$ cat src/rtl/amicable_pair_check_unit_assert.svh
// ----------------------------------------------------------------------------
// Assertion macros for the amicable pair check unit
// Concurrent checks, compiled out when SYNTHESIS is defined.
// ----------------------------------------------------------------------------
`ifndef AMICABLE_PAIR_CHECK_UNIT_ASSERT_SVH
`define AMICABLE_PAIR_CHECK_UNIT_ASSERT_SVH

`ifndef SYNTHESIS
`define APC_ASSERT_SAME(label, pre, post, msg) \
  label: assert property (@(posedge clk_i) disable iff (!rst_ni) (pre) |-> (post)) \
    else $error(msg);
`define APC_ASSERT_NEXT(label, pre, post, msg) \
  label: assert property (@(posedge clk_i) disable iff (!rst_ni) (pre) |=> (post)) \
    else $error(msg);
`else
`define APC_ASSERT_SAME(label, pre, post, msg)
`define APC_ASSERT_NEXT(label, pre, post, msg)
`endif

`endif

$ cat src/rtl/apc_pkg.sv
// ----------------------------------------------------------------------------
// apc_pkg
// Shared widths, controller states and command/status bundles.
// ----------------------------------------------------------------------------
`timescale 1ns / 1ps

package apc_pkg;

  localparam int VALUE_WIDTH = 16;
  localparam int SUM_WIDTH   = VALUE_WIDTH + 2;
  localparam int IDX_W       = $clog2(VALUE_WIDTH);
  localparam int IN_DATA_W   = ((2 * VALUE_WIDTH + 7) / 8) * 8;
  localparam int OUT_BITS    = 1 + 2 * SUM_WIDTH;
  localparam int OUT_DATA_W  = ((OUT_BITS + 7) / 8) * 8;

  typedef enum logic [2:0] {
    ST_IDLE,
    ST_TEST,
    ST_SHIFT,
    ST_CHECK,
    ST_SWITCH,
    ST_DONE
  } state_e;

  typedef struct packed {
    logic load_in;
    logic start_div;
    logic shift_step;
    logic accumulate;
    logic switch_op;
    logic load_out;
  } apc_cmd_t;

  typedef struct packed {
    logic div_over;
    logic bit_last;
    logic second_op;
  } apc_stat_t;

endpackage

$ cat src/rtl/apc_ctrl.sv
// ----------------------------------------------------------------------------
// apc_ctrl
// Sequencer: walks trial divisors for both values and hands off the result.
// ----------------------------------------------------------------------------
`timescale 1ns / 1ps

module apc_ctrl (
  input  logic               clk_i,
  input  logic               rst_ni,
  input  logic               in_valid_i,
  output logic               in_ready_o,
  input  logic               out_free_i,
  input  apc_pkg::apc_stat_t stat_i,
  output apc_pkg::apc_cmd_t  cmd_o
);
  import apc_pkg::*;

  state_e state_q, state_d;

  always_ff @(posedge clk_i or negedge rst_ni) begin
    if (!rst_ni) begin
      state_q <= ST_IDLE;
    end else begin
      state_q <= state_d;
    end
  end

  always_comb begin
    state_d = state_q;
    case (state_q)
      ST_IDLE: begin
        if (in_valid_i) state_d = ST_TEST;
      end
      ST_TEST: begin
        if (!stat_i.div_over)      state_d = ST_SHIFT;
        else if (stat_i.second_op) state_d = ST_DONE;
        else                       state_d = ST_SWITCH;
      end
      ST_SHIFT: begin
        if (stat_i.bit_last) state_d = ST_CHECK;
      end
      ST_CHECK:  state_d = ST_TEST;
      ST_SWITCH: state_d = ST_TEST;
      ST_DONE: begin
        if (out_free_i) state_d = ST_IDLE;
      end
      default:   state_d = ST_IDLE;
    endcase
  end

  always_comb begin
    cmd_o      = '0;
    in_ready_o = 1'b0;
    case (state_q)
      ST_IDLE: begin
        in_ready_o    = 1'b1;
        cmd_o.load_in = in_valid_i;
      end
      ST_TEST:   cmd_o.start_div  = !stat_i.div_over;
      ST_SHIFT:  cmd_o.shift_step = 1'b1;
      ST_CHECK:  cmd_o.accumulate = 1'b1;
      ST_SWITCH: cmd_o.switch_op  = 1'b1;
      ST_DONE:   cmd_o.load_out   = out_free_i;
      default: begin
        cmd_o = '0;
      end
    endcase
  end

endmodule

$ cat src/rtl/apc_dp.sv
// ----------------------------------------------------------------------------
// apc_dp
// Operand registers, bit-serial restoring remainder and divisor sum accumulators.
// ----------------------------------------------------------------------------
`timescale 1ns / 1ps

module apc_dp (
  input  logic                             clk_i,
  input  logic                             rst_ni,
  input  apc_pkg::apc_cmd_t                cmd_i,
  output apc_pkg::apc_stat_t               stat_o,
  input  logic [apc_pkg::VALUE_WIDTH-1:0]  first_value_i,
  input  logic [apc_pkg::VALUE_WIDTH-1:0]  second_value_i,
  output logic                             is_amicable_o,
  output logic [apc_pkg::SUM_WIDTH-1:0]    first_sum_o,
  output logic [apc_pkg::SUM_WIDTH-1:0]    second_sum_o
);
  import apc_pkg::*;

  logic [VALUE_WIDTH-1:0] val_a_q, val_b_q;
  logic [VALUE_WIDTH-1:0] trial_q, rem_q;
  logic [IDX_W-1:0]       idx_q;
  logic [SUM_WIDTH-1:0]   acc_a_q, acc_b_q;
  logic                   sel_q;

  logic [VALUE_WIDTH-1:0] cur_val;
  logic [VALUE_WIDTH:0]   rem_sh;
  logic [VALUE_WIDTH-1:0] rem_next;

  assign cur_val = sel_q ? val_b_q : val_a_q;

  // shift in the next dividend bit, subtract the divisor when it fits
  assign rem_sh = {rem_q, cur_val[idx_q]};
  always_comb begin
    if (rem_sh >= {1'b0, trial_q}) begin
      rem_next = VALUE_WIDTH'(rem_sh - {1'b0, trial_q});
    end else begin
      rem_next = rem_sh[VALUE_WIDTH-1:0];
    end
  end

  assign stat_o.div_over  = trial_q > (cur_val >> 1);
  assign stat_o.bit_last  = (idx_q == '0);
  assign stat_o.second_op = sel_q;

  always_ff @(posedge clk_i or negedge rst_ni) begin
    if (!rst_ni) begin
      sel_q <= 1'b0;
    end else if (cmd_i.load_in) begin
      sel_q <= 1'b0;
    end else if (cmd_i.switch_op) begin
      sel_q <= 1'b1;
    end
  end

  always_ff @(posedge clk_i) begin
    if (cmd_i.load_in) begin
      val_a_q <= first_value_i;
      val_b_q <= second_value_i;
      acc_a_q <= '0;
      acc_b_q <= '0;
      trial_q <= VALUE_WIDTH'(1);
    end
    if (cmd_i.switch_op) begin
      trial_q <= VALUE_WIDTH'(1);
    end
    if (cmd_i.start_div) begin
      rem_q <= '0;
      idx_q <= IDX_W'(VALUE_WIDTH - 1);
    end
    if (cmd_i.shift_step) begin
      rem_q <= rem_next;
      idx_q <= idx_q - IDX_W'(1);
    end
    if (cmd_i.accumulate) begin
      trial_q <= trial_q + VALUE_WIDTH'(1);
      if (rem_q == '0) begin
        if (sel_q) acc_b_q <= acc_b_q + SUM_WIDTH'(trial_q);
        else       acc_a_q <= acc_a_q + SUM_WIDTH'(trial_q);
      end
    end
  end

  assign is_amicable_o = (acc_a_q == SUM_WIDTH'(val_b_q)) &&
                         (acc_b_q == SUM_WIDTH'(val_a_q));
  assign first_sum_o   = acc_a_q;
  assign second_sum_o  = acc_b_q;

endmodule

$ cat src/rtl/amicable_pair_check_unit.sv
// Each trial divisor runs test, a 16-step bit-serial remainder and accumulate;
//   divisors 1 to floor(a/2) and 1 to floor(b/2) are tried, with a and b the two
//   values. A new input word is taken only in idle, after the result has entered
//   the output register, which waits while a pending word is held.
// Reset: asynchronous, active low; clears controller state and output valid.
// ----------------------------------------------------------------------------
// amicable_pair_check_unit
// Proper divisor sums of two values by trial division, with amicable flag.
// ----------------------------------------------------------------------------
`timescale 1ns / 1ps
`include "amicable_pair_check_unit_assert.svh"

module amicable_pair_check_unit (
  input  logic                            clk_i,
  input  logic                            rst_ni,
  input  logic                            s_axis_tvalid_i,
  output logic                            s_axis_tready_o,
  // [15:0] first_value, [31:16] second_value
  input  logic [apc_pkg::IN_DATA_W-1:0]   s_axis_tdata_i,
  output logic                            m_axis_tvalid_o,
  input  logic                            m_axis_tready_i,
  // [0] is_amicable, [18:1] first_divisor_sum, [36:19] second_divisor_sum, rest zero
  output logic [apc_pkg::OUT_DATA_W-1:0]  m_axis_tdata_o
);
  import apc_pkg::*;

  apc_cmd_t  cmd;
  apc_stat_t stat;

  logic                 out_free;
  logic                 flag;
  logic [SUM_WIDTH-1:0] sum_a, sum_b;

  logic                 out_valid_q;
  logic [OUT_BITS-1:0]  out_data_q;

  assign out_free = !out_valid_q || m_axis_tready_i;

  apc_ctrl u_ctrl (
    .clk_i      (clk_i),
    .rst_ni     (rst_ni),
    .in_valid_i (s_axis_tvalid_i),
    .in_ready_o (s_axis_tready_o),
    .out_free_i (out_free),
    .stat_i     (stat),
    .cmd_o      (cmd)
  );

  apc_dp u_dp (
    .clk_i          (clk_i),
    .rst_ni         (rst_ni),
    .cmd_i          (cmd),
    .stat_o         (stat),
    .first_value_i  (s_axis_tdata_i[VALUE_WIDTH-1:0]),
    .second_value_i (s_axis_tdata_i[2*VALUE_WIDTH-1:VALUE_WIDTH]),
    .is_amicable_o  (flag),
    .first_sum_o    (sum_a),
    .second_sum_o   (sum_b)
  );

  // hold the result word until the sink takes it
  always_ff @(posedge clk_i or negedge rst_ni) begin
    if (!rst_ni) begin
      out_valid_q <= 1'b0;
    end else if (cmd.load_out) begin
      out_valid_q <= 1'b1;
    end else if (m_axis_tready_i) begin
      out_valid_q <= 1'b0;
    end
  end

  always_ff @(posedge clk_i) begin
    if (cmd.load_out) begin
      out_data_q <= {sum_b, sum_a, flag};
    end
  end

  assign m_axis_tvalid_o = out_valid_q;
  assign m_axis_tdata_o  = OUT_DATA_W'(out_data_q);

  `APC_ASSERT_NEXT(a_busy_after_accept, s_axis_tvalid_i && s_axis_tready_o,
                   !s_axis_tready_o, "input accepted while busy")
  `APC_ASSERT_SAME(a_load_into_free, cmd.load_out, !out_valid_q || m_axis_tready_i,
                   "result overwrote a pending word")
  `APC_ASSERT_SAME(a_no_accept_in_div, cmd.shift_step, !s_axis_tready_o,
                   "ready raised during division")

endmodule
$ cat config.mk
export PLATFORM = sky130hd
export DESIGN_NAME = amicable_pair_check_unit
export DESIGN_NICKNAME = d
export VERILOG_FILES = /design/src/rtl/apc_pkg.sv /design/src/rtl/apc_ctrl.sv /design/src/rtl/apc_dp.sv /design/src/rtl/amicable_pair_check_unit.sv
export VERILOG_INCLUDE_DIRS = /design/src /design/src/rtl
export SDC_FILE = /design/constraint.sdc
export NUM_CORES = 1
export LEC_CHECK = 0
export BUFFER_PORTS_ARGS = -buffer_cell sky130_fd_sc_hd__buf_4
export CORE_MARGIN = 5
export CORE_UTILIZATION = 51
export CTS_BUF_LIST = sky130_fd_sc_hd__clkbuf_8
export DETAILED_ROUTE_END_ITERATION = 8
export GPL_TIMING_DRIVEN = 0
export PLACE_DENSITY_LB_ADDON = 0.08
export SLEW_MARGIN = 10
export SYNTH_ARGS = -nofsm -noshare
export SYNTH_HDL_FRONTEND = slang
export SYNTH_HIERARCHICAL = 1
export SYNTH_SLANG_ARGS = --single-unit
$ cat constraint.sdc
create_clock -name clk_i -period 4.9 [get_ports clk_i]
set_input_delay 1.225 -clock clk_i [delete_from_list [all_inputs] [get_ports clk_i]]
set_output_delay 1.225 -clock clk_i [all_outputs]
set_load 0.05 [all_outputs]
==> results of run 1 <==
-- per-layer routing --
layer	wire, um	global-route usage, %	vias up	share of wire, %
li1	-	-	3225	-
met4	694	9.28	0	2.9
met1	10100	31.3	3252	43
met2	11400	40.5	260	49
met5	0	0	-	0
met3	1360	3.57	53	5.8
-- state kept, by name, summed over array words and instances, names as in the netlist --
register,count
u_ctrl/state_q,3
out_data_q,37
m_axis_tvalid_o,1
u_dp/val_b_q,16
u_dp/sel_q,1
u_dp/idx_q,4
u_dp/val_a_q,16
u_dp/trial_q,16
u_dp/first_sum_o,18
u_dp/second_sum_o,18
u_dp/rem_q,16
-- path summary, 6_finish.rpt --
check	from	to	slack [ps]
max in group asynchronous	rst_ni	u_ctrl/state_q[2]$_DFFE_PN0P_	4240
min	m_axis_tvalid_o$_DFFE_PN0P_	m_axis_tvalid_o$_DFFE_PN0P_	540
max reg2reg	u_dp/sel_q$_DFFE_PN0P_	u_dp/rem_q[12]$_SDFFCE_PN0P_	540
min in group asynchronous	rst_ni	u_ctrl/state_q[1]$_DFFE_PN0P_	550
min reg2reg	m_axis_tvalid_o$_DFFE_PN0P_	m_axis_tvalid_o$_DFFE_PN0P_	540
max	u_dp/sel_q$_DFFE_PN0P_	u_dp/rem_q[12]$_SDFFCE_PN0P_	540
-- cell usage in the layout, fill, tap and decap left out, drive strengths merged, types with 4 or more instances in the layout --
| cell | instances |
|---|---|
| o21a | 7 |
| nand2b | 12 |
| a21oi | 48 |
| o21bai | 7 |
| a31oi | 8 |
| nand3b | 30 |
| clkbuf | 35 |
| clkinv | 6 |
| or3 | 7 |
| o211ai | 5 |
| nor3 | 14 |
| nor2 | 26 |
| inv | 32 |
| and2 | 18 |
| a21boi | 6 |
| xnor2 | 53 |
| nor4 | 8 |
| a211oi | 9 |
| a211o | 4 |
| nand4 | 16 |
| dfrtp | 5 |
| and3 | 6 |
| xor2 | 33 |
| mux2i | 31 |
| buf | 87 |
| nand3 | 12 |
| nor3b | 4 |
| nor2b | 17 |
| ha | 65 |
| a21o | 16 |
| nand2 | 55 |
| dfxtp | 36 |
| o21ai | 61 |
| clkinvlp | 4 |
| edfxtp | 105 |
-- worst register-to-register path, stage by stage (launching register included) --
cell,delay (ps)
dfrtp_1,410
buf_2,330
mux2i_1,430
nand2_1,100
and3_1,180
a31o_2,210
o21ai_0,170
a21oi_1,160
inv_1,90
ha_1,150
inv_1,50
fa_1,400
a21o_1,190
a221oi_1,480
o31ai_1,210
a21boi_0,270
xnor2_1,100
mux2i_1,130
nor2b_1,60
-- through the flow --
step / power (mW) / util, % / hold WS, ps
detailed placement: 4.64 / 56.6 / 525
global route: 5.93 / 58.8 / 534
global placement: 4.56 / 56.3 / 516
CTS: 5.56 / 58.8 / 531
finish: 5.56 / 58.8 / 543
floorplan: 3.87 / - / 445
-- area by class of cell --
cell class	instances	area share [%]
repair buffers	76	5.92
well taps	225	2.80
clock buffers	17	2.33
plain buffers	29	1.49
inverters	29	1.08
multi-input cells	615	45.2
clock inverters	15	1.42
flip-flops and latches	146	39.8
-- power by group through the flow --
stage	logic (mW)	clock network, mW	registers (mW)
floorplan	1.83	0	2.03
global placement	2.54	0	2.01
detailed placement	2.62	0	2.01
CTS	2.64	0.932	1.99
global route	2.92	0.997	2.01
finish	2.65	0.915	1.99
-- kinds of logic after synthesis --
family                     after synthesis
AOI/OAI and AO/OA                      193
xor gates and xnor gates                86
adders and majority gates               68
buffers and inverters                   58
DFF                                    146
muxes                                   34
other                                    1
and+or+nand+nor                        231
==> results.sh, run 1 <==
export IMPL_yosysWarnings=6
export IMPL_rsz0062_at_grt="false"
export IMPL_ys_flop_type="edfxtp_1"
export IMPL_nets=1018
export IMPL_clk_latency_ps=460
export IMPL_synth_area_leaders="edfxtp_1, ha_1, dfxtp_1"
export IMPL_antennaDiodeCount=0
export IMPL_path_cells="buf_2 -> mux2i_1 -> nand2_1 -> and3_1 -> a31o_2 -> o21ai_0 -> a21oi_1 -> inv_1 -> ha_1 -> inv_1 -> fa_1 -> a21o_1 -> a221oi_1 -> o31ai_1 -> a21boi_0 -> xnor2_1 -> mux2i_1 -> nor2b_1"
export IMPL_cp_top_family="compound AO/OA/AOI/OAI gates"
export IMPL_synthAdderAreaFrac_pct=9.94
export IMPL_synth_seq_cells=146
export IMPL_grt_remaining_overflow=0
export IMPL_die_y_um=141
export IMPL_p_sw_mw=2.39
export IMPL_clkPwrFrac_pct=16.5
export IMPL_rr_worst_depth=18
export IMPL_worstSetupPathType="reg2reg"
export IMPL_slew_headroom_pct=51.5
export IMPL_fin_skew_ps=10.3
export IMPL_die_area_um2=20000
export IMPL_hold_depth=2
export IMPL_power_leakage_nw=4.02
export IMPL_synth_cell_type_count=64
export IMPL_cts_tree="done"
export IMPL_cts_buffer_depth=2
export IMPL_worst_pin_slew_ps=728
export IMPL_setup_ws_ps=545
export IMPL_antenna_found_initial=0
export IMPL_fin_crit_sh_pct=88.9
export IMPL_yosysTopAreaCellShare_pct=35.9
export IMPL_async_flop_share_pct=3.42
export IMPL_dp_slack_ps=643
export IMPL_cts_htree_levels=4
export IMPL_critPathSlowestCell="a221oi_1"
export IMPL_worst_ep_required_time_ps=5120
export IMPL_status="complete, no violations"
export IMPL_cts_buffers=17
export IMPL_switching_share_pct=43.0
export IMPL_drc=0
export IMPL_synth_common_cells="edfxtp_1, ha_1, o21ai_0"
export IMPL_post_cts_setup_buffers=0
export IMPL_path_max_fanout=10
export IMPL_synthXorXnorAreaFrac_pct=8.57
export IMPL_viasPerCell=5.89
export IMPL_ys_seq_area_share_pct=45.5
export IMPL_max_freq_ghz=0.230
export IMPL_finalInstanceArea_um2=10100
export IMPL_mappedNetlistArea_um2=8790
export IMPL_min_period_ps=4360
export IMPL_first_iter_violations=602
export IMPL_die_w_um=141
export IMPL_power_density_nw_per_um2=553
export IMPL_pwr_share_seq_pct=35.8
export IMPL_max_stage_delay_ps=480
export IMPL_hold_violations=0
export IMPL_drive_gt1_share_pct=14.3
export IMPL_critPathBufInv=3
export IMPL_setup_tns_ps=0
export IMPL_netlist_instances=817
export IMPL_grt_pass1_vias=6673
export IMPL_rows=48
export IMPL_placed_cell_area_um2=9680
export IMPL_cts_root_buffer="clkbuf_8"
export IMPL_cp_data_arrival_time_ps=4580
export IMPL_drt_total_wl_um=23600
export IMPL_comb_power_share_pct=47.7
export IMPL_fill_cells=1451
export IMPL_synth_compound_area_share_pct=14.1
export IMPL_via_count=6790
export IMPL_cts_hold_buf=0
export IMPL_yosysTopAreaCell="edfxtp_1"
export IMPL_synthSimpleGateAreaFrac_pct=14.6
export IMPL_final_setup_viol_count=0
export IMPL_io_buffers=74
export IMPL_areaGrowthSynthToFinish_pct=14.4
export IMPL_ios=78
export IMPL_wl_per_cell_um=20.5
export IMPL_core_um2=17100
export IMPL_cts_resized=0
export IMPL_place_inst=1120
export IMPL_synth_edf_count=105
export IMPL_synth_area_mux_share_pct=4.30
export IMPL_multi_input_area_um2=4550
export IMPL_yosysMostFrequentCell="edfxtp_1"
export IMPL_synth_top_family_by_area="simple AND/OR/NAND/NOR gates"
export IMPL_stdcell_count=1152
export IMPL_grt_max_degree=33
export IMPL_hp_class="reg2reg"
export IMPL_ir_worst_vdd_uv=356
export IMPL_drv_slew=0
export IMPL_ant_nets=0
export IMPL_grt_pass1_wl_um=36800
export IMPL_firstDrtPassIters=6
export IMPL_final_seq_area_um2=4000
export IMPL_grt_usage_pct=24.0
export IMPL_clock_sinks=146
export IMPL_end_kind="flip-flop"
export IMPL_intPower_mw=3.17
export IMPL_critPathLaunchType="flip-flop"
export IMPL_critical_path_depth=18
export IMPL_cts_clk_slew_worst_paths_ps=80
export IMPL_dp_hpwl_um=18100
export IMPL_gp_congestion=0.976
export IMPL_maxCapViolCount=0
export IMPL_start_util_pct=51.4
export IMPL_avgSynthCellArea_um2=10.8
(Power assumes the default switching activity.)
==> run 2: changes to the inputs <==
--- a/config.mk
+++ b/config.mk
@@ -6,6 +6,7 @@
 export SDC_FILE = /design/constraint.sdc
 export NUM_CORES = 1
 export LEC_CHECK = 0
+export ABC_AREA = 1
 export BUFFER_PORTS_ARGS = -buffer_cell sky130_fd_sc_hd__buf_4
 export CORE_MARGIN = 5
 export CORE_UTILIZATION = 51
==> run 2 against run 1 <==
Combinational power is 12% higher; sequential share of layout area decreased by 2.1 points; cell area grew 5.7%; via count is 22% higher; largest power group unchanged; final cell count up 31%; fmax rose by 30%; setup slack better by 1000 ps; die area up 5.2%; sequential power hardly changed.
==> results.sh, run 2 <==
export IMPL_synth_cell_type_count=45
export IMPL_cts_buffers=17
export IMPL_worst_ep_required_time_ps=5040
export IMPL_grt_usage_pct=24.2
export IMPL_ios=78
export IMPL_worstSetupPathType="reg2reg"
export IMPL_path_common_cell="nand2_1"
export IMPL_slew_headroom_pct=46.0
export IMPL_synth_common_cells="nand2_1, inv_1, nor2_1"
export IMPL_final_cell_mix="nand2_1, inv_1, nor2_1"
export IMPL_final_setup_viol_count=0
export IMPL_io_buffers=74
export IMPL_regMostFlops="out_data_q"
export IMPL_crit_start="u_dp/sel_q$_DFFE_PN0P_"
export IMPL_yosysWarnings=6
export IMPL_ys_flop_type="edfxtp_1"
export IMPL_drive_gt1_share_pct=13.0
export IMPL_grt_remaining_overflow=0
export IMPL_cts_htree_levels=4
export IMPL_cts_resized=0
export IMPL_dp_hpwl_um=20400
export IMPL_drt_total_wl_um=25800
export IMPL_drv_slew=0
export IMPL_yosysTopAreaCellShare_pct=34.0
export IMPL_grt_max_degree=33
export IMPL_hold_violations=0
export IMPL_post_cts_setup_buffers=0
export IMPL_fill_cells=1681
export IMPL_ys_seq_area_share_pct=43.1
export IMPL_die_y_um=145
export IMPL_rows=49
export IMPL_grt_pass1_vias=7740
export IMPL_clk_latency_ps=460
export IMPL_netlist_instances=1164
export IMPL_firstDrtPassIters=5
export IMPL_cts_hold_buf=0
export IMPL_wl_per_cell_um=17.2
export IMPL_cts_tree="done"
export IMPL_cp_data_arrival_time_ps=3480
export IMPL_final_seq_area_um2=4000
export IMPL_end_kind="flip-flop"
export IMPL_cts_buffer_depth=2
export IMPL_core_um2=18000
export IMPL_async_flop_share_pct=3.42
export IMPL_yosysTopAreaCell="edfxtp_1"
export IMPL_synth_edf_count=105
export IMPL_critPathLaunchType="flip-flop"
export IMPL_antenna_found_initial=0
export IMPL_die_area_um2=21000
export IMPL_path_max_fanout=20
export IMPL_rsz0062_at_grt="false"
export IMPL_place_inst=1472
export IMPL_status="complete, no violations"
export IMPL_synth_seq_cells=146
export IMPL_multi_input_area_um2=4630
export IMPL_largest_reg_flops=37
export IMPL_hp_class="reg2reg"
export IMPL_avgSynthCellArea_um2=7.98
export IMPL_stdcell_count=1504
export IMPL_cts_clk_slew_worst_paths_ps=80
export IMPL_ant_nets=0
export IMPL_die_w_um=145
export IMPL_synth_area_leaders="edfxtp_1, nand2_1, ha_1"
export IMPL_worst_pin_slew_ps=803
export IMPL_nets=1366
export IMPL_grt_pass1_wl_um=40300
export IMPL_setup_tns_ps=0
export IMPL_areaGrowthSynthToFinish_pct=14.5
export IMPL_cts_root_buffer="clkbuf_8"
export IMPL_yosysMostFrequentCell="nand2_1"
export IMPL_power_density_nw_per_um2=564
export IMPL_final_common_cell="nand2_1"
export IMPL_first_iter_violations=724
export IMPL_min_period_ps=3350
export IMPL_gp_congestion=0.952
export IMPL_clock_sinks=146
export IMPL_ir_worst_vdd_uv=360
export IMPL_fin_crit_sh_pct=68.3
export IMPL_antennaDiodeCount=0
export IMPL_reg2reg_from="u_dp/sel_q$_DFFE_PN0P_"
export IMPL_hold_start="u_dp/second_sum_o[7]$_DFF_P_"
export IMPL_power_leakage_nw=5.04
export IMPL_viasPerCell=5.49
export IMPL_fin_skew_ps=12.5
export IMPL_max_stage_delay_ps=520
export IMPL_path_cells="inv_2 -> buf_2 -> nand2_1 -> nand2_1 -> inv_1 -> ha_1 -> nand2_1 -> nor2_1 -> nand2_1 -> o211ai_1 -> nand2_1 -> a22oi_1 -> nor2_1 -> or2_2"
export IMPL_via_count=8254
export IMPL_max_freq_ghz=0.299
export IMPL_start_util_pct=51.7
export IMPL_critPathSlowestCell="or2_2"
export IMPL_mappedNetlistArea_um2=9290
export IMPL_maxCapViolCount=0
export IMPL_drc=0
[run 2: worst max-delay path, delay by kind of cell, from the launching register on]
kind	cells	cell delay, ps
DFF	1	480
adders and majority gates	1	290
AOI/OAI and AO/OA	2	560
and+or+nand+nor	8	1170
buffers and inverters	3	500
[run 2: metrics by stage]
| step | hold WS [ps] | setup slack (ps) | power, mW | utilization, % | cell area [um2] |
|---|---|---|---|---|---|
| floorplan | 437 | 885 | 4.10 | - | 9300 |
| global placement | 477 | -724 | 4.90 | 56.5 | 10100 |
| detailed placement | 481 | 1190 | 4.95 | 56.8 | 10200 |
| CTS | 501 | 1550 | 5.99 | 59.2 | 10600 |
| global route | 522 | 1310 | 6.43 | 59.2 | 10600 |
| finish | 505 | 1550 | 5.99 | 59.2 | 10600 |
[run 2: power by group]
group	switching (mW)	total [mW]	internal [mW]
logic	1.95	2.97	1.02
registers	0.332	1.99	1.65
clock network	0.481	1.03	0.552
[run 2: layout make-up]
class	instances	area share (%)
Multi-Input combinational cell	852	43.6
Sequential cell	146	37.6
Timing Repair Buffer	77	5.70
Inverter	151	5.36
Tap cell	229	2.70
Clock buffer	17	2.20
Clock inverter	15	1.79
Buffer	17	1.04
[run 2: metal layers]
| metal | share of wire, % | track usage [%] | wire, um |
|---|---|---|---|
| met4 | 3.5 | 9.23 | 909 |
| met3 | 7.6 | 5.52 | 1950 |
| met2 | 47 | 40.0 | 12100 |
| met5 | 0 | 0 | 0 |
| met1 | 42 | 30.9 | 10800 |
[run 2: worst paths after layout]
kind	end	slack, ps	cells past startpoint
max	u_dp/rem_q[3]$_SDFFCE_PN0P_	1550	14
min	out_data_q[26]$_DFFE_PP_	500	0
max reg2reg	u_dp/rem_q[3]$_SDFFCE_PN0P_	1550	14
min reg2reg	out_data_q[26]$_DFFE_PP_	500	0
max in group asynchronous	u_dp/sel_q$_DFFE_PN0P_	4240	1
min in group asynchronous	u_ctrl/state_q[2]$_DFFE_PN0P_	560	1
[run 2: cell families after synthesis]
group,Yosys count,share of synthesized area (%)
buf+inv,168,7.32
xor+xnor,37,3.49
fa+ha+maj,68,9.40
simple gates,570,26.4
other cells,1,0.0404
flops,146,43.1
compound gates,174,10.3
